$ cat config.mk
export PLATFORM = sky130hd
export DESIGN_NAME = axis_homing_sequencer_unit
export DESIGN_NICKNAME = d
export VERILOG_FILES = /design/src/rtl/core/ahs_pkg.sv /design/src/rtl/core/ahs_cfg_regs.sv /design/src/rtl/core/ahs_step.sv /design/src/rtl/core/axis_homing_sequencer_unit.sv
export VERILOG_INCLUDE_DIRS = /design/src /design/src/rtl/core
export SDC_FILE = /design/constraint.sdc
export NUM_CORES = 1
export LEC_CHECK = 0
export ABC_AREA = 1
export BUFFER_PORTS_ARGS = -buffer_cell sky130_fd_sc_hd__buf_2
export CELL_PAD_IN_SITES_DETAIL_PLACEMENT = 1
export CELL_PAD_IN_SITES_GLOBAL_PLACEMENT = 1
export CORE_MARGIN = 2
export CORE_UTILIZATION = 45
export DETAILED_ROUTE_END_ITERATION = 8
export GPL_TIMING_DRIVEN = 0
export PLACE_DENSITY_LB_ADDON = 0.1
export SLEW_MARGIN = 20
export SYNTH_ARGS = -nofsm -noshare
export SYNTH_HDL_FRONTEND = slang
export SYNTH_HIERARCHICAL = 1
export SYNTH_SLANG_ARGS = --single-unit
$ cat constraint.sdc
create_clock -name clk -period 4.1 [get_ports clk]
set_clock_uncertainty 0.05 [all_clocks]
set_input_delay 0 -clock clk [delete_from_list [all_inputs] [get_ports clk]]
set_output_delay 0 -clock clk [all_outputs]
set_load 0.03 [all_outputs]
$ cat src/rtl/core/axis_homing_sequencer_unit_assert.svh
// assertion macros for the homing sequencer
// expects a clock named clk and an active-low reset named arst_n in scope
`ifndef AXIS_HOMING_SEQUENCER_UNIT_ASSERT_SVH
`define AXIS_HOMING_SEQUENCER_UNIT_ASSERT_SVH

// checked on every rising edge outside reset
`define AHS_ASSERT(label, prop, msg) \
	label: assert property (@(posedge clk) disable iff (!arst_n) prop) else $error(msg);

// checked on every rising edge, reset included
`define AHS_ASSERT_ALWAYS(label, prop, msg) \
	label: assert property (@(posedge clk) prop) else $error(msg);

`endif

$ cat src/rtl/core/ahs_pkg.sv
// shared types, codes and widths of the axis homing sequencer
// no dependencies
`default_nettype none

package ahs_pkg;

	// tick counter width and the width used for compares against the waits
	localparam int CountWidth = 16;
	localparam int WaitWidth  = 16;
	localparam int CmpWidth   = (CountWidth > WaitWidth) ? CountWidth : WaitWidth;
	localparam int LevelWidth = 16;
	localparam int CfgIndexWidth = 3;

	// input opcodes
	localparam logic [1:0] OP_TICK  = 2'd0;
	localparam logic [1:0] OP_START = 2'd1;
	localparam logic [1:0] OP_CLEAR = 2'd2;

	// approach kinds
	localparam logic [1:0] KIND_NONE   = 2'd0;
	localparam logic [1:0] KIND_FIRST  = 2'd1;
	localparam logic [1:0] KIND_SECOND = 2'd2;

	// register indexes
	localparam logic [CfgIndexWidth-1:0] REG_STOP_LEVEL = 3'd0;
	localparam logic [CfgIndexWidth-1:0] REG_UP_LEVEL   = 3'd1;
	localparam logic [CfgIndexWidth-1:0] REG_DOWN_LEVEL = 3'd2;
	localparam logic [CfgIndexWidth-1:0] REG_FIRST_WAIT = 3'd3;
	localparam logic [CfgIndexWidth-1:0] REG_TURN_WAIT  = 3'd4;
	localparam logic [CfgIndexWidth-1:0] REG_FINAL_WAIT = 3'd5;

	// register reset values
	localparam logic signed [LevelWidth-1:0] STOP_LEVEL_RST = 16'sd7000;
	localparam logic signed [LevelWidth-1:0] UP_LEVEL_RST   = 16'sd14000;
	localparam logic signed [LevelWidth-1:0] DOWN_LEVEL_RST = -16'sd6500;
	localparam logic [WaitWidth-1:0] FIRST_WAIT_RST = 16'd1000;
	localparam logic [WaitWidth-1:0] TURN_WAIT_RST  = 16'd1500;
	localparam logic [WaitWidth-1:0] FINAL_WAIT_RST = 16'd2500;

	typedef struct packed {
		logic signed [LevelWidth-1:0] stop_level;
		logic signed [LevelWidth-1:0] up_level;
		logic signed [LevelWidth-1:0] down_level;
		logic [WaitWidth-1:0]         first_wait;
		logic [WaitWidth-1:0]         turn_wait;
		logic [WaitWidth-1:0]         final_wait;
	} cfg_t;

	typedef struct packed {
		logic                         cmd_active;
		logic                         home_reached;
		logic                         approach_chosen;
		logic [1:0]                   approach_kind;
		logic                         first_done;
		logic                         second_done;
		logic [CountWidth-1:0]        tick_count;
		logic signed [LevelWidth-1:0] drive_level;
		logic                         pause_armed;
	} state_t;

	// state after reset: everything clear but the pause latch
	localparam state_t STATE_RST = '{1'b0, 1'b0, 1'b0, KIND_NONE, 1'b0, 1'b0, '0, '0, 1'b1};

endpackage

`default_nettype wire

$ cat src/rtl/core/ahs_cfg_regs.sv
// configuration register file of the homing sequencer
// depends on ahs_pkg
`default_nettype none

module ahs_cfg_regs (
	input  wire logic                              clk,
	input  wire logic                              arst_n,
	input  wire logic                              cfg_we,
	input  wire logic [ahs_pkg::CfgIndexWidth-1:0] cfg_index,
	input  wire logic [ahs_pkg::LevelWidth-1:0]    cfg_data,
	output ahs_pkg::cfg_t                          cfg
);

	ahs_pkg::cfg_t cfg_q;

	// register writes, unknown indexes ignored
	always_ff @(posedge clk or negedge arst_n) begin
		if (!arst_n) begin
			cfg_q.stop_level <= ahs_pkg::STOP_LEVEL_RST;
			cfg_q.up_level   <= ahs_pkg::UP_LEVEL_RST;
			cfg_q.down_level <= ahs_pkg::DOWN_LEVEL_RST;
			cfg_q.first_wait <= ahs_pkg::FIRST_WAIT_RST;
			cfg_q.turn_wait  <= ahs_pkg::TURN_WAIT_RST;
			cfg_q.final_wait <= ahs_pkg::FINAL_WAIT_RST;
		end else if (cfg_we) begin
			case (cfg_index)
				ahs_pkg::REG_STOP_LEVEL: cfg_q.stop_level <= cfg_data;
				ahs_pkg::REG_UP_LEVEL:   cfg_q.up_level   <= cfg_data;
				ahs_pkg::REG_DOWN_LEVEL: cfg_q.down_level <= cfg_data;
				ahs_pkg::REG_FIRST_WAIT: cfg_q.first_wait <= cfg_data;
				ahs_pkg::REG_TURN_WAIT:  cfg_q.turn_wait  <= cfg_data;
				ahs_pkg::REG_FINAL_WAIT: cfg_q.final_wait <= cfg_data;
				default: ;
			endcase
		end
	end

	assign cfg = cfg_q;

endmodule

`default_nettype wire

$ cat src/rtl/core/ahs_step.sv
// next-state logic of the homing sequencer for one input beat
// depends on ahs_pkg
`default_nettype none

module ahs_step (
	input  wire logic          [1:0] opcode,
	input  wire logic                prox,
	input  wire ahs_pkg::cfg_t       cfg,
	input  wire ahs_pkg::state_t     cur,
	output ahs_pkg::state_t          nxt
);

	localparam int CmpW = ahs_pkg::CmpWidth;

	always_comb begin
		ahs_pkg::state_t n;
		logic [ahs_pkg::CountWidth-1:0] tc;
		logic [CmpW-1:0] t;
		logic [CmpW-1:0] fw;
		logic [CmpW-1:0] tw;
		logic [CmpW-1:0] finw;
		logic do_count;
		logic do_finish;

		n = cur;
		tc = cur.tick_count;
		t = CmpW'(cur.tick_count);
		fw = CmpW'(cfg.first_wait);
		tw = CmpW'(cfg.turn_wait);
		finw = CmpW'(cfg.final_wait);
		do_count = 1'b0;
		do_finish = 1'b0;

		if (opcode == ahs_pkg::OP_START) begin
			n.cmd_active = 1'b1;
		end else if (opcode == ahs_pkg::OP_CLEAR) begin
			n.cmd_active = 1'b0;
			n.home_reached = 1'b0;
			n.approach_chosen = 1'b0;
			n.approach_kind = ahs_pkg::KIND_NONE;
			n.first_done = 1'b0;
			n.second_done = 1'b0;
			n.tick_count = '0;
			n.drive_level = '0;
		end else if (opcode == ahs_pkg::OP_TICK && cur.cmd_active) begin
			// pick the approach on the first tick, unless home is already reached
			if (!cur.approach_chosen) begin
				if (!cur.home_reached) begin
					n.approach_kind = prox ? ahs_pkg::KIND_FIRST : ahs_pkg::KIND_SECOND;
				end
				if (n.approach_kind != ahs_pkg::KIND_NONE) begin
					n.approach_chosen = 1'b1;
				end
			end
			if (n.approach_chosen && n.approach_kind == ahs_pkg::KIND_FIRST) begin
				// approach with the switch detecting at the start
				do_count = 1'b1;
				if (!prox && cur.first_done && cur.second_done) begin
					do_finish = 1'b1;
				end else if (prox && cur.first_done && !cur.second_done && t >= tw) begin
					n.drive_level = cfg.up_level;
					n.second_done = 1'b1;
				end else if (prox && !cur.first_done && t < fw) begin
					n.drive_level = cfg.up_level;
					n.first_done = 1'b1;
				end else if (!prox && t >= fw && t < tw) begin
					n.drive_level = cfg.stop_level;
				end else if (!prox && t >= tw) begin
					n.drive_level = cfg.down_level;
				end
			end else if (n.approach_chosen && n.approach_kind == ahs_pkg::KIND_SECOND) begin
				// approach with the switch clear at the start
				do_count = 1'b1;
				if (!prox && cur.first_done && cur.second_done) begin
					do_finish = 1'b1;
				end else if (prox && cur.first_done && !cur.second_done) begin
					if (cur.pause_armed) begin
						n.drive_level = cfg.stop_level;
						tc = '0;
						n.pause_armed = 1'b0;
					end
					if (CmpW'(tc) >= fw) begin
						n.drive_level = cfg.up_level;
						n.second_done = 1'b1;
						n.pause_armed = 1'b1;
					end
				end else if (prox && !cur.first_done && !cur.second_done) begin
					if (t == '0) begin
						n.drive_level = cfg.stop_level;
					end
					if (t >= fw) begin
						n.drive_level = cfg.up_level;
					end
				end else if (!prox && !cur.first_done && !cur.second_done && t >= fw) begin
					n.first_done = 1'b1;
				end else if (!prox && cur.first_done && !cur.second_done && t >= tw
						&& t < finw) begin
					n.drive_level = cfg.stop_level;
				end else if (!prox && cur.first_done && !cur.second_done && t >= finw) begin
					n.drive_level = cfg.down_level;
				end else if (!prox && !cur.first_done && !cur.second_done && t == '0) begin
					n.drive_level = cfg.down_level;
					do_count = 1'b0;
				end
			end

			// completion or saturating count
			if (do_finish) begin
				n.drive_level = cfg.stop_level;
				n.tick_count = '0;
				n.approach_chosen = 1'b0;
				n.approach_kind = ahs_pkg::KIND_NONE;
				n.cmd_active = 1'b0;
				n.first_done = 1'b0;
				n.second_done = 1'b0;
				n.home_reached = 1'b1;
			end else if (do_count) begin
				n.tick_count = (tc == '1) ? tc : tc + 1'b1;
			end
		end

		nxt = n;
	end

endmodule

`default_nettype wire

$ cat src/rtl/core/axis_homing_sequencer_unit.sv
// top level of the axis homing sequencer: input stage, state and result register
// depends on ahs_pkg, ahs_cfg_regs, ahs_step and axis_homing_sequencer_unit_assert.svh
`default_nettype none

// Homing sequencer for one motor axis with a proximity switch. Each input beat
// is a tick, a start or a clear command and yields exactly one result beat with
// the drive level, the home flag and the busy flag after that beat. One beat is
// taken every clock cycle while s_tready is high: an accepted beat sits in the
// input stage, where its sequencer state update and result are computed
// combinationally, and the result register loads them when the beat moves on,
// so the result is offered from the result register. The input stage is ready
// when it is empty or when its beat moves on in the same cycle, which needs the
// result register to be empty or its result taken by m_tready; a stalled
// receiver therefore holds at most two beats inside the block.
// Configuration writes are meant for idle periods only.

`include "axis_homing_sequencer_unit_assert.svh"

module axis_homing_sequencer_unit (
	input  wire logic                              clk,
	input  wire logic                              arst_n,
	// configuration
	input  wire logic                              cfg_we,
	input  wire logic [ahs_pkg::CfgIndexWidth-1:0] cfg_index,
	input  wire logic [ahs_pkg::LevelWidth-1:0]    cfg_data,
	// input stream
	input  wire logic                              s_tvalid,
	output logic                                   s_tready,
	input  wire logic [7:0]                        s_tdata,  // opcode[1:0], prox[2], rest ignored
	// result stream
	output logic                                   m_tvalid,
	input  wire logic                              m_tready,
	output logic [23:0]                            m_tdata   // drive[15:0], at_home[16],
	                                                         // busy_res[17], zero
);

	ahs_pkg::cfg_t   cfg;
	ahs_pkg::state_t state_q;
	ahs_pkg::state_t state_nxt;

	logic       valid_s1;
	logic [1:0] opcode_s1;
	logic       prox_s1;
	logic       valid_s2;
	logic signed [ahs_pkg::LevelWidth-1:0] drive_s2;
	logic       at_home_s2;
	logic       busy_s2;
	logic       advance;

	ahs_cfg_regs u_cfg (
		.clk       (clk),
		.arst_n    (arst_n),
		.cfg_we    (cfg_we),
		.cfg_index (cfg_index),
		.cfg_data  (cfg_data),
		.cfg       (cfg)
	);

	ahs_step u_step (
		.opcode (opcode_s1),
		.prox   (prox_s1),
		.cfg    (cfg),
		.cur    (state_q),
		.nxt    (state_nxt)
	);

	// handshake between stages
	assign advance  = valid_s1 && (!valid_s2 || m_tready);
	assign s_tready = !valid_s1 || advance;

	// input stage
	always_ff @(posedge clk or negedge arst_n) begin
		if (!arst_n) begin
			valid_s1 <= 1'b0;
		end else if (s_tready) begin
			valid_s1 <= s_tvalid;
		end
	end

	always_ff @(posedge clk) begin
		if (s_tready && s_tvalid) begin
			opcode_s1 <= s_tdata[1:0];
			prox_s1   <= s_tdata[2];
		end
	end

	// sequencer state, updated once per beat leaving the input stage
	always_ff @(posedge clk or negedge arst_n) begin
		if (!arst_n) begin
			state_q <= ahs_pkg::STATE_RST;
		end else if (advance) begin
			state_q <= state_nxt;
		end
	end

	// result register
	always_ff @(posedge clk or negedge arst_n) begin
		if (!arst_n) begin
			valid_s2 <= 1'b0;
		end else if (advance) begin
			valid_s2 <= 1'b1;
		end else if (m_tready) begin
			valid_s2 <= 1'b0;
		end
	end

	always_ff @(posedge clk) begin
		if (advance) begin
			drive_s2   <= state_nxt.drive_level;
			at_home_s2 <= state_nxt.home_reached;
			busy_s2    <= state_nxt.cmd_active;
		end
	end

	assign m_tvalid = valid_s2;
	assign m_tdata  = {6'd0, busy_s2, at_home_s2, drive_s2};

	// checks
	`AHS_ASSERT(a_state_holds, !advance |=> $stable(state_q), "state changed without a beat")
	`AHS_ASSERT(a_s1_holds, valid_s1 && !advance |=> valid_s1 && $stable(opcode_s1) && $stable(prox_s1), "input stage lost a stalled beat")
	`AHS_ASSERT(a_kind_chosen, state_q.approach_chosen == (state_q.approach_kind != ahs_pkg::KIND_NONE), "approach flag and kind disagree")
	`AHS_ASSERT_ALWAYS(a_pass_order, state_q.second_done |-> state_q.first_done, "second pass flagged before first")

endmodule

`default_nettype wire
---- After elaboration in Yosys (flattened, before gate mapping) ----
Cells that the tools add are included.
storage, ports and cells
  register bits ........................... 159
  bits in latches ......................... 0
  memory bits (writable) .................. 0
  ROM bits ................................ 0
  bits of input ports ..................... 32
  memories ................................ 0
cells by class
  add/sub/neg operators ................... 1
  multiply operators ...................... 0
  div/mod/pow operators ................... 0
  order comparisons ....................... 7
  equal/unequal tests ..................... 19
  shifts and indexed selects .............. 0
  multiplexer cells ....................... 92
  bitwise operators ....................... 3
  reductions and logical operators ........ 53
operators with widths
  kind                     number
  $mux W16                 33
  $mux W17                 8
  $mux W39                 2
  $ge A16 B16 Y1           4
  $lt A16 B16 Y1           3
  $mux W40                 1
  $mux W1                  33
  $logic_and A1 B1 Y1      24
  $mux W2                  10
  $add A16 B1 Y16 const B  1
  $eq A16 B16 Y1 const B   1
  $logic_not A16 Y1        1
  $reduce_and A8 Y1        2
  $reduce_bool A4 Y1       4
  $ne A5 B3 Y1 const B     3
  $mux W3                  4
  $ne A4 B3 Y1 const B     3
  $reduce_and A2 Y1        6
  $reduce_and A10 Y1       1
  $ne A4 B2 Y1 const B     2
  $mux W7                  1
  $eq A3 B2 Y1 const B     2
  $eq A3 B3 Y1 const B     2
  $reduce_bool A2 Y1       3
  12 further kinds         21

---- Logic depth before layout (Yosys ltp) ----
Gate-level depths: netlist (run 1).
  word-level depth ........................ 33
  mapped depth ............................ 28

---- Modules after synthesis ----
Netlist (run 1), hierarchy kept.
modules (own cells, without submodules)
  module                      times used  cells an instance  area an instance (um^2)  sequential area each (um^2)
  ahs_step                    1           1,228              6,098.3                  0.0
  ahs_cfg_regs                1           425                3,826.2                  2,453.6
  axis_homing_sequencer_unit  1           214                2,389.8                  1,682.9

---- Worst setup path after synthesis (run 1) ----
Ideal clock, no wire load.
  path kind ............................... reg2reg
  start ................................... register state_q[0] (netlist bit)
  end ..................................... register drive_s2[12] (netlist bit) (data pin)
  library setup time ...................... 0.258 ns
  arrival time ............................ 3.055 ns
  setup slack ............................. 0.737 ns
  cell stages (with the launch flop) ...... 22
  path buffers ............................ 4
  clock period less this slack ............ 3.363 ns
  path through ............................ dfstp_2 clkbuf_1 clkbuf_1 buf_1 nor2_1 ha_1 nand2_1 inv_1 nand3_1 nor3_1 nand3_1 nand3_1 clkbuf_1 nand2_1 inv_1 o21ai_0 nand3_1 nand2_1 nand2_1 nand2_1 nand2_1 nand2_1
RTL lines
  element                   RTL line                           text
  start: declaration        axis_homing_sequencer_unit.sv:38   ahs_pkg::state_t state_q;
  start signal: assignment  axis_homing_sequencer_unit.sv:90   state_q <= ahs_pkg::STATE_RST;
  start signal: assignment  axis_homing_sequencer_unit.sv:92   state_q <= state_nxt;
  end signal: assignment    axis_homing_sequencer_unit.sv:109  drive_s2 <= state_nxt.drive_level;
  end: declaration          axis_homing_sequencer_unit.sv:45   logic signed [ahs_pkg::LevelWidth-1:0] drive_s2;

==> flow_metrics.py, run 1 <==
metrics = {
    "outcome": {
        "status": "finished with violations",
        "failed_checks": "hold timing",
    },
    "power_and_ir_drop": {
        "power_density_nw_per_um2": 742,
        "p_clk_share_pct": 15.9,
        "p_total_mw": 10.4,
        "power_frac_seq_pct": 26.5,
        "p_leak_nw": 7.45,
        "intPower_mw": 4.87,
        "swShare_pct": 53.0,
        "comb_power_share_pct": 57.5,
        "p_switching_mw": 5.50,
        "ir_drop_uv": 418,
    },
    "synthesis": {
        "synth_area_per_cell_um2": 6.60,
        "yosysMostFrequentCell": "nand2_1",
        "ys_warn_count": 6,
        "synth_flop_cell": "dfrtp_1",
        "synth_top_cell_by_area": "nand2_1",
        "synthArstFlopShare_pct": 86.8,
        "synth_commonest_cells": "772 x nand2_1, 197 x nand3_1, 190 x inv_1",
        "synth-seq-area-share_pct": 33.6,
        "postSynthCellCount": 1867,
        "synth_edf_count": 21,
        "synth_cell_types": 44,
        "ys_ff_latch": 159,
        "synth_area_um2": 12300,
        "ys_top_cells_by_area": "nand2_1 24%, dfrtp_1 20%, dfstp_2 9.0%",
        "synth_top_area_share_pct": 23.5,
    },
    "cts": {
        "cts_htree_levels": 4,
        "path_clk_slew_ns": 0.09,
        "postCtsSetupBuffers": 0,
        "cts_buffer_depth": 2,
        "cts_tree": "built",
        "numCtsBuffers": 17,
        "cts_sinks": 159,
        "clk_latency_ns": 0.44,
        "cts_root_buf": "clkbuf_16",
    },
    "cells_and_area": {
        "area_growth_syn_to_layout_pct": 13.5,
        "drive_above_1_share_pct": 12.1,
        "final_util_pct": 52.0,
        "antenna_cells": 0,
        "final_nets": 2068,
        "fillCellCount": 3618,
    },
    "timing": {
        "finalHoldViolations": 1,
        "slew_viol_final": 0,
        "setup_viol": 0,
        "fin_hold_ws_ns": -0.0141,
        "rsz0062_at_grt": "no",
        "worst_pin_slew_ns": 0.766,
        "finalCriticalPeriod_ns": 3.87,
        "fmax_mhz": 258,
        "slew-limit-headroom_pct": 48.9,
        "layout_worst_path_cycle_share_pct": 94.4,
    },
    "placement": {
        "hpwl_mm": 35.5,
        "port-buffer-count": 46,
        "gp_congestion": 0.984,
    },
    "die": {
        "die_x_um": 169,
        "io_pins": 58,
        "row_count": 60,
        "dieArea_um2": 28700,
        "start_util_pct": 45.8,
        "core_um2": 26900,
        "die_h_um": 169,
    },
    "setup_path": {
        "reg2reg_from": "state_q[28]",
        "end_kind": "flip-flop",
        "startpoint_type": "flip-flop",
        "reg2reg_to": "state_q[16]",
        "cp_max_fo": 10,
        "reg2reg_depth": 19,
        "critPathKind": "flip-flop to flip-flop",
        "r2r_setup_slack_ns": 0.23,
        "crit_required_ns": 4.38,
        "arrival_ns": 4.15,
    },
    "job": {
        "cap_violations": 0,
    },
    "routing": {
        "wl_per_cell_um": 20.6,
        "top_layer": "met4",
        "drt-met1-wl_mm": 19.8,
        "drc": 0,
        "drtIter0Drc": 914,
        "dr_total_vias": 13300,
        "viasPerCell": 5.70,
        "wl_mm": 47.9,
        "routed-wl-met3_mm": 1.87,
        "wl_met2_mm": 23.5,
        "dr.pass1.iters": 6,
        "ant_nets": 0,
    },
    "global_route": {
        "grt_max_degree": 92,
        "grt_pass1_vias": 14000,
        "antenna_found_initial": 0,
        "grt_pass1_wl_mm": 76.3,
        "grt_overflow": 0,
        "grt_usage_pct": 34.4,
    },
    "worst_hold_path": {
        "min_path_type": "input port to asynchronous set/reset pin",
    },
}
==> cell usage in the layout (no fill, tap or decap), types with 42 or more instances in the layout <==
master    instances
a21oi_1          97
o211ai_1         61
buf_2            79
inv_1           190
ha_1             65
nand2_1         772
dfrtp_1          95
dfstp_2          42
nor2_1           59
nand3_1         196
==> kinds of logic (layout without fill, tap and decap cells) <==
family                     after synthesis  in the layout  synth area share, %
AOI/OAI and AO/OA                      238            238                 11.7
xor gates and xnor gates                10             10                0.711
adders and majority gates               65             65                 6.60
buffers and inverters                  310            422                 10.6
DFF                                    159            159                 33.6
other                                    1              6               0.0305
and+or+nand+nor                       1084           1084                 36.8
==> power by group through the flow <==
stage,logic (mW),clock network [mW],registers (mW)
2_1_floorplan,4.10,0,2.55
3_3_place_gp,5.44,0,2.75
3_5_place_dp,5.73,0,2.76
4_1_cts,5.83,1.67,2.74
5_1_grt,6.73,1.73,2.81
6_report,5.96,1.65,2.75
==> per-stage QoR <==
step	cells	TNS, ns	area (um2)	setup slack (ns)
3_5_place_dp	2260	-11.82	13000	-0.459
6_report	2325	0	14000	0.229
5_1_grt	2325	0	14000	0.00564
3_3_place_gp	2259	-8.20	13000	-0.322
2_1_floorplan	1872	0	12300	0.737
4_1_cts	2326	0	14000	0.0111
==> registers in the layout, summed over array words and instances (netlist names) <==
signal and flops:
at_home_s2 1, busy_s2 1, drive_s2 16, m_tvalid 1, opcode_s1 2, prox_s1 1, state_q 40, u_cfg/cfg 96
valid_s1 1
==> routing by layer <==
metal | vias up | global-route usage, %
met1 | 6494 | 41.5
met3 | 144 | 4.17
met5 | - | 0
met2 | 392 | 60.6
li1 | 6230 | -
met4 | 0 | 17.8
==> how the worst max path moves through the flow <==
stage | slack [ns] | endpoint | cells after the start | from
4_1_cts | 0.01 | state_q[11] | 23 | state_q[0]
3_5_place_dp | -0.46 | state_q[11] | 23 | state_q[0]
5_1_grt | 0.006 | state_q[16] | 17 | state_q[30]
6_report | 0.23 | state_q[16] | 19 | state_q[28]
3_3_place_gp | -0.32 | drive_s2[14] | 21 | state_q[0]
2_1_floorplan | 0.74 | drive_s2[12] | 21 | state_q[0]
==> critical path, cell delays in order, from the launching register on <==
cell and delay [ns]:
dfrtp_1 0.57, ha_1 0.33, nand2_1 0.08, inv_1 0.05, nand2_1 0.06, nand2_1 0.05
a21oi_1 0.30, nand4_1 0.22, buf_4 0.24, nand2_1 0.10, nand2_1 0.27, inv_2 0.25
buf_2 0.29, o211ai_1 0.15, a21oi_1 0.25, nand2_1 0.12, nand2_1 0.09, nand2_1 0.12
nand3_1 0.11, nand2_1 0.06
==> layout make-up <==
class / instances / area, um2 / share of cell area, %
Buffer: 93 / 502 / 3.59
Inverter: 216 / 812 / 5.81
Multi-Input combinational cell: 1403 / 6900 / 49.4
Sequential cell: 159 / 4140 / 29.6
Clock buffer: 17 / 425 / 3.04
Timing Repair Buffer: 81 / 608 / 4.35
Clock inverter: 15 / 163 / 1.16
Tap cell: 341 / 427 / 3.05
==> timing repair <==
item / CTS / global route
resized for setup: 5 / 8
setup endpoints to repair: 33 / 33
hold buffers: 34 / 0
endpoints found under the hold margin: 219 / 0
(Power assumes the default switching activity.)
==> run 2, diff against run 1 <==
- CORE_UTILIZATION: 45 -> 41
- SKIP_LAST_GASP: default -> 1
- SYNTH_HIERARCHICAL: 1 -> default
- clock period: 4.1 -> 3.1 ns (I/O delays scaled with it)
==> flow_metrics.py, run 2 <==
metrics = {
    "setup_path": {
        "crit_required_ns": 3.24,
        "cpMostUsedCell": "nand2_1",
        "critPathKind": "flip-flop to flip-flop",
        "r2r_setup_slack_ns": -0.04,
        "path_cells": "clkbuf_16 > buf_8 > nor2_1 > ha_1 > nand2_2 > nor3_4 > nand3_4 > nand3_4 > clkinvlp_4 > o211ai_1 > nand2_1 > nand2_1 > inv_1 > nand2_1 > nand3b_1 > nand2_1 > o21ai_1",
        "cpLargestDelayFamily": "simple AND/OR/NAND/NOR gates",
        "cpMaxStageDelayCell": "dfstp_2",
        "slowest_delay_ns": 0.57,
        "cp_num_buf_inv": 4,
        "end_kind": "flip-flop",
        "startpoint_type": "flip-flop",
        "cp_max_fo": 7,
        "arrival_ns": 3.28,
    },
    "die": {
        "start_util_pct": 41.6,
        "row_count": 61,
        "io_pins": 58,
        "die_x_um": 172,
        "dieArea_um2": 29500,
        "die_h_um": 172,
        "core_um2": 27700,
    },
    "routing": {
        "drtIter0Drc": 600,
        "drc": 0,
        "drt-met1-wl_mm": 18.0,
        "dr.pass1.iters": 7,
        "wl_met2_mm": 20.8,
        "wl_mm": 41.1,
        "ant_nets": 0,
        "top_layer": "met4",
        "routed-wl-met3_mm": 1.30,
        "viasPerCell": 5.23,
        "dr_total_vias": 11600,
        "wl_per_cell_um": 18.5,
    },
    "power_and_ir_drop": {
        "ir_drop_uv": 387,
        "p_total_mw": 11.6,
        "p_leak_nw": 7.23,
        "power_density_nw_per_um2": 823,
    },
    "synthesis": {
        "synth-seq-area-share_pct": 35.9,
        "ys_top_cells_by_area": "dfrtp_1 21%, nand2_1 17%, dfstp_2 9.6%",
        "yosysMostFrequentCell": "nand2_1",
        "synthArstFlopShare_pct": 86.8,
        "postSynthCellCount": 1694,
        "ys_warn_count": 0,
        "synth_area_per_cell_um2": 6.80,
        "synth_commonest_cells": "535 x nand2_1, 242 x inv_1, 206 x o21ai_0",
        "synth_top_area_share_pct": 20.9,
        "synth_top_cell_by_area": "dfrtp_1",
        "synth_flop_cell": "dfrtp_1",
        "synth_edf_count": 21,
        "synth_area_um2": 11500,
        "ys_ff_latch": 159,
        "synth_cell_types": 46,
    },
    "cts": {
        "clk_latency_ns": 0.45,
        "numCtsBuffers": 17,
        "cts_root_buf": "clkbuf_16",
        "cts_htree_levels": 4,
        "cts_tree": "built",
        "path_clk_slew_ns": 0.08,
        "cts_buffer_depth": 2,
        "cts_sinks": 159,
    },
    "cells_and_area": {
        "antenna_cells": 0,
        "drive_above_1_share_pct": 17.1,
        "multiInputGateArea_um2": 6470,
        "final_area_um2": 14100,
        "fillCellCount": 3635,
        "ff_latch_area_um2": 4150,
        "most-common-layout-cells": "512 x nand2_1, 236 x inv_1, 196 x o21ai_0",
        "layout_commonest_cell": "nand2_1",
        "largest_reg_flops": 96,
        "final_util_pct": 50.8,
        "area_growth_syn_to_layout_pct": 22.1,
        "final_nets": 1930,
    },
    "timing": {
        "fmax_mhz": 319,
        "setup_viol": 9,
        "rsz0062_at_grt": "yes",
        "worst_pin_slew_ns": 0.742,
        "finalHoldViolations": 0,
        "slew_viol_final": 0,
        "slew-limit-headroom_pct": 50.3,
        "finalCriticalPeriod_ns": 3.14,
        "worst_slack_ns": -0.0377,
        "layout_worst_path_cycle_share_pct": 101,
    },
    "placement": {
        "hpwl_mm": 31.8,
        "post-place-ws_ns": -0.762,
        "gp_congestion": 0.886,
        "port-buffer-count": 46,
        "place_area_um2": 12300,
    },
    "global_route": {
        "grt_usage_pct": 28.6,
        "grt_pass1_wl_mm": 64.4,
        "grt_pass1_vias": 11800,
        "antenna_found_initial": 1,
        "grt_overflow": 0,
        "grt_max_degree": 81,
    },
    "outcome": {
        "status": "finished with violations",
        "failed_checks": "setup timing",
    },
    "job": {
        "cap_violations": 0,
    },
    "worst_hold_path": {
        "min_path_type": "input port to asynchronous set/reset pin",
    },
}
==> run 2: cell count changes after synthesis, moves of 19 or more <==
cell	previous run	this run
o21ai_0	34	206
o211ai_1	61	4
nand3_1	197	167
a21oi_1	97	42
buf_2	33	14
nand2_1	772	535
inv_1	190	242
==> run 2: timing repair <==
action | in CTS | in global routing
hold buffers | 32 | 0
resized for setup | 50 | 105
endpoints found under the setup margin | 46 | 48
cloned | 1 | 2
endpoints found under the hold margin | 214 | 0
setup buffers | 14 | 21
pin swaps | 18 | 56
==> run 2: cells by family (layout without fill, tap and decap cells) <==
group,count (synthesis),after routing,synth area share (%)
simple gates,834,834,31.4
flops,159,159,35.9
xor+xnor,9,9,0.684
compound gates,296,296,13.5
fa+ha+maj,65,65,7.06
buf+inv,330,477,11.4
other cells,1,6,0.0326
==> run 2: layer usage <==
metal | up-vias | global-route usage (%)
met5 | - | 0
met2 | 198 | 51.3
met1 | 5684 | 35.9
met3 | 53 | 3.47
li1 | 5702 | -
met4 | 0 | 8.14
==> run 2: worst paths after layout <==
path / from / end / cells past startpoint
min in group clk: cfg_we / u_cfg.cfg[64] / 6
min: arst_n / u_cfg.cfg[17] / 2
max: state_q[0] / drive_s2[2] / 17
min reg2reg: u_cfg.cfg[47] / u_cfg.cfg[47] / 2
max reg2reg: state_q[0] / drive_s2[2] / 17
max in group asynchronous: arst_n / u_cfg.cfg[57] / 3
==> run 2: area by class of cell <==
class / instances / area share [%]
Inverter: 255 / 6.92
Buffer: 74 / 3.42
Tap cell: 378 / 3.36
Clock inverter: 15 / 1.25
Sequential cell: 159 / 29.5
Multi-Input combinational cell: 1210 / 46.0
Clock buffer: 17 / 3.02
Timing Repair Buffer: 116 / 6.51
==> run 2: per-stage QoR <==
step / hold slack [ns] / cells / TNS [ns]
after floorplan: -0.346 / 1699 / 0
after global placement: 0.129 / 2123 / -30.29
after detailed placement: -0.0772 / 2124 / -19.48
after CTS: 0.0349 / 2202 / -0.0667
after global routing: 0.0554 / 2224 / -3.23
final: 0.0169 / 2224 / -0.182
==> run 2: power by group <==
group	internal, mW	switching [mW]
Combinational	2.18	4.07
Clock	1.09	1.07
Sequential	2.67	0.503
Total	5.94	5.64
==> run 2: worst reg2reg max path, cell delays in order, from the launching register on <==
cell,delay [ns]
dfstp_2,0.57
clkbuf_16,0.16
buf_8,0.12
nor2_1,0.05
ha_1,0.31
nand2_2,0.10
nor3_4,0.30
nand3_4,0.17
nand3_4,0.17
clkinvlp_4,0.23
o211ai_1,0.16
nand2_1,0.07
nand2_1,0.06
inv_1,0.05
nand2_1,0.05
nand3b_1,0.11
nand2_1,0.09
o21ai_1,0.06
==> run 3, diff against run 2 <==
- CELL_PAD_IN_SITES_GLOBAL_PLACEMENT: 1 -> 2
- CORE_UTILIZATION: 41 -> 32
- SETUP_SLACK_MARGIN: default -> 0.3
==> flow_metrics.py, run 3 (synthesis results as in run 2) <==
metrics = {
    "cts": {
        "cts_buffer_depth": 2,
        "cts_tree": "built",
        "cts_htree_levels": 4,
        "clk_latency_ns": 0.46,
        "cts_sinks": 159,
        "path_clk_slew_ns": 0.07,
        "numCtsBuffers": 17,
        "cts_root_buf": "clkbuf_16",
    },
    "routing": {
        "dr_total_vias": 11500,
        "ant_nets": 0,
        "wl_mm": 44.2,
        "drc": 0,
        "drtIter0Drc": 393,
        "viasPerCell": 4.90,
        "dr.pass1.iters": 5,
        "wl_per_cell_um": 18.9,
    },
    "placement": {
        "place_area_um2": 12500,
        "port-buffer-count": 46,
        "hpwl_mm": 34.3,
        "post-place-ws_ns": -0.542,
        "gp_congestion": 0.818,
    },
    "die": {
        "start_util_pct": 32.5,
        "die_h_um": 194,
        "die_x_um": 194,
        "io_pins": 58,
        "core_um2": 35500,
        "dieArea_um2": 37500,
        "row_count": 69,
    },
    "job": {
        "cap_violations": 0,
    },
    "setup_path": {
        "critPathKind": "flip-flop to flip-flop",
        "crit_required_ns": 3.25,
        "cpMaxStageDelayCell": "dfstp_2",
        "slowest_delay_ns": 0.56,
        "end_kind": "flip-flop",
        "reg2reg_depth": 21,
        "startpoint_type": "flip-flop",
        "reg2reg_from": "state_q[0]",
        "cpMostUsedCell": "nand2_1",
        "r2r_setup_slack_ns": -0.07,
        "arrival_ns": 3.32,
        "cp_max_fo": 6,
        "crit_start": "state_q[0]",
        "cpLargestDelayFamily": "simple AND/OR/NAND/NOR gates",
        "cp_num_buf_inv": 7,
        "path_cells": "buf_8 > clkbuf_16 > buf_12 > nor2_4 > ha_4 > nand2_1 > inv_1 > o21ai_1 > nand2_1 > a21oi_4 > nand3_4 > buf_8 > buf_4 > nand2_4 > nand3_2 > nand2_1 > inv_1 > nand2_1 > nand3b_1 > nand2_1 > o21ai_1",
        "reg2reg_to": "drive_s2[3]",
    },
    "timing": {
        "finalHoldViolations": 0,
        "rsz0062_at_grt": "yes",
        "slew_viol_final": 0,
        "slew-limit-headroom_pct": 48.1,
        "worst_pin_slew_ns": 0.776,
        "layout_worst_path_cycle_share_pct": 102,
        "worst_slack_ns": -0.0675,
        "setup_viol": 6,
        "fmax_mhz": 316,
        "finalCriticalPeriod_ns": 3.17,
    },
    "global_route": {
        "grt_pass1_wl_mm": 69.8,
        "antenna_found_initial": 0,
        "grt_usage_pct": 24.1,
        "grt_pass1_vias": 12100,
        "grt_overflow": 0,
        "grt_max_degree": 80,
    },
    "cells_and_area": {
        "final_util_pct": 42.0,
        "most-common-layout-cells": "483 x nand2_1, 225 x inv_1, 183 x o21ai_0",
        "drive_above_1_share_pct": 23.4,
        "area_growth_syn_to_layout_pct": 29.4,
        "largest_reg_flops": 96,
        "layout_commonest_cell": "nand2_1",
        "final_area_um2": 14900,
        "final_nets": 1958,
    },
    "power_and_ir_drop": {
        "p_total_mw": 12.2,
        "p_leak_nw": 7.43,
        "power_density_nw_per_um2": 817,
        "ir_drop_uv": 484,
    },
    "worst_hold_path": {
        "min_path_type": "input port to asynchronous set/reset pin",
    },
    "outcome": {
        "status": "finished with violations",
        "failed_checks": "setup timing",
    },
}
run 3: cell count changes in the layout (fill, tap and decap cells not counted), sizes merged:
cell / previous run / this run
clkbuf: 61 / 65
clkinvlp: 3 / 4
inv: 251 / 256
clkinv: 16 / 9
diode: 0 / 1
buf: 114 / 139
run 3: cell type report:
| class | instances | area [um2] |
|---|---|---|
| Antenna cell | 1 | 2.50 |
| Multi-Input combinational cell | 1210 | 6910 |
| Tap cell | 461 | 577 |
| Timing Repair Buffer | 143 | 1170 |
| Inverter | 255 | 985 |
| Clock inverter | 14 | 143 |
| Fill cell | 4503 | 20600 |
| Clock buffer | 18 | 439 |
| Sequential cell | 159 | 4150 |
| Buffer | 75 | 519 |
run 3: worst max-delay path by stage:
stage,endpoint,cells after the start
final,drive_s2[3],21
after global routing,drive_s2[14],22
after CTS,drive_s2[4],20
after detailed placement,drive_s2[8],23
after global placement,drive_s2[6],18
after floorplan,drive_s2[14],22
run 3: metrics by stage:
step,cells,TNS (ns),hold slack (ns)
final,2336,-0.138,0.0327
after global placement,2206,-40.76,0.131
after CTS,2321,0,0.0338
after floorplan,1699,0,-0.346
after global routing,2335,-4.15,0.0804
after detailed placement,2207,-16.24,-0.0624
run 3: per-layer routing:
metal / wire (um) / GRT usage [%] / part of all wire (%)
met3: 751 / 2.78 / 1.7
met5: 0 / 0 / 0
met2: 22400 / 42.9 / 51
met4: 967 / 6.87 / 2.2
met1: 20100 / 30.5 / 45
run 3: what timing repair did:
action                                  4_1_cts  5_1_grt
hold endpoints to repair                    217        0
endpoints found under the setup margin       51       50
cloned                                        4        0
setup buffers                                46       14
pin swaps                                    80       58
resized for setup                           200       80
hold buffers                                 32        0
run 3: power by group:
| part | internal, mW | total (mW) | switching [mW] |
|---|---|---|---|
| sequential | 2.68 | 3.22 | 0.540 |
| combinational | 2.49 | 6.79 | 4.30 |
| clock | 1.09 | 2.16 | 1.07 |
| total | 6.26 | 12.2 | 5.91 |
run 3: worst register-to-register path, stage by stage (launching register included):
cell and delay (ns):
dfstp_2 0.56, buf_8 0.11, clkbuf_16 0.14, buf_12 0.13, nor2_4 0.05, ha_4 0.24
nand2_1 0.07, inv_1 0.05, o21ai_1 0.13, nand2_1 0.10, a21oi_4 0.21, nand3_4 0.21
buf_8 0.21, buf_4 0.14, nand2_4 0.04, nand3_2 0.05, nand2_1 0.08, inv_1 0.05
nand2_1 0.06, nand3b_1 0.10, nand2_1 0.08, o21ai_1 0.07
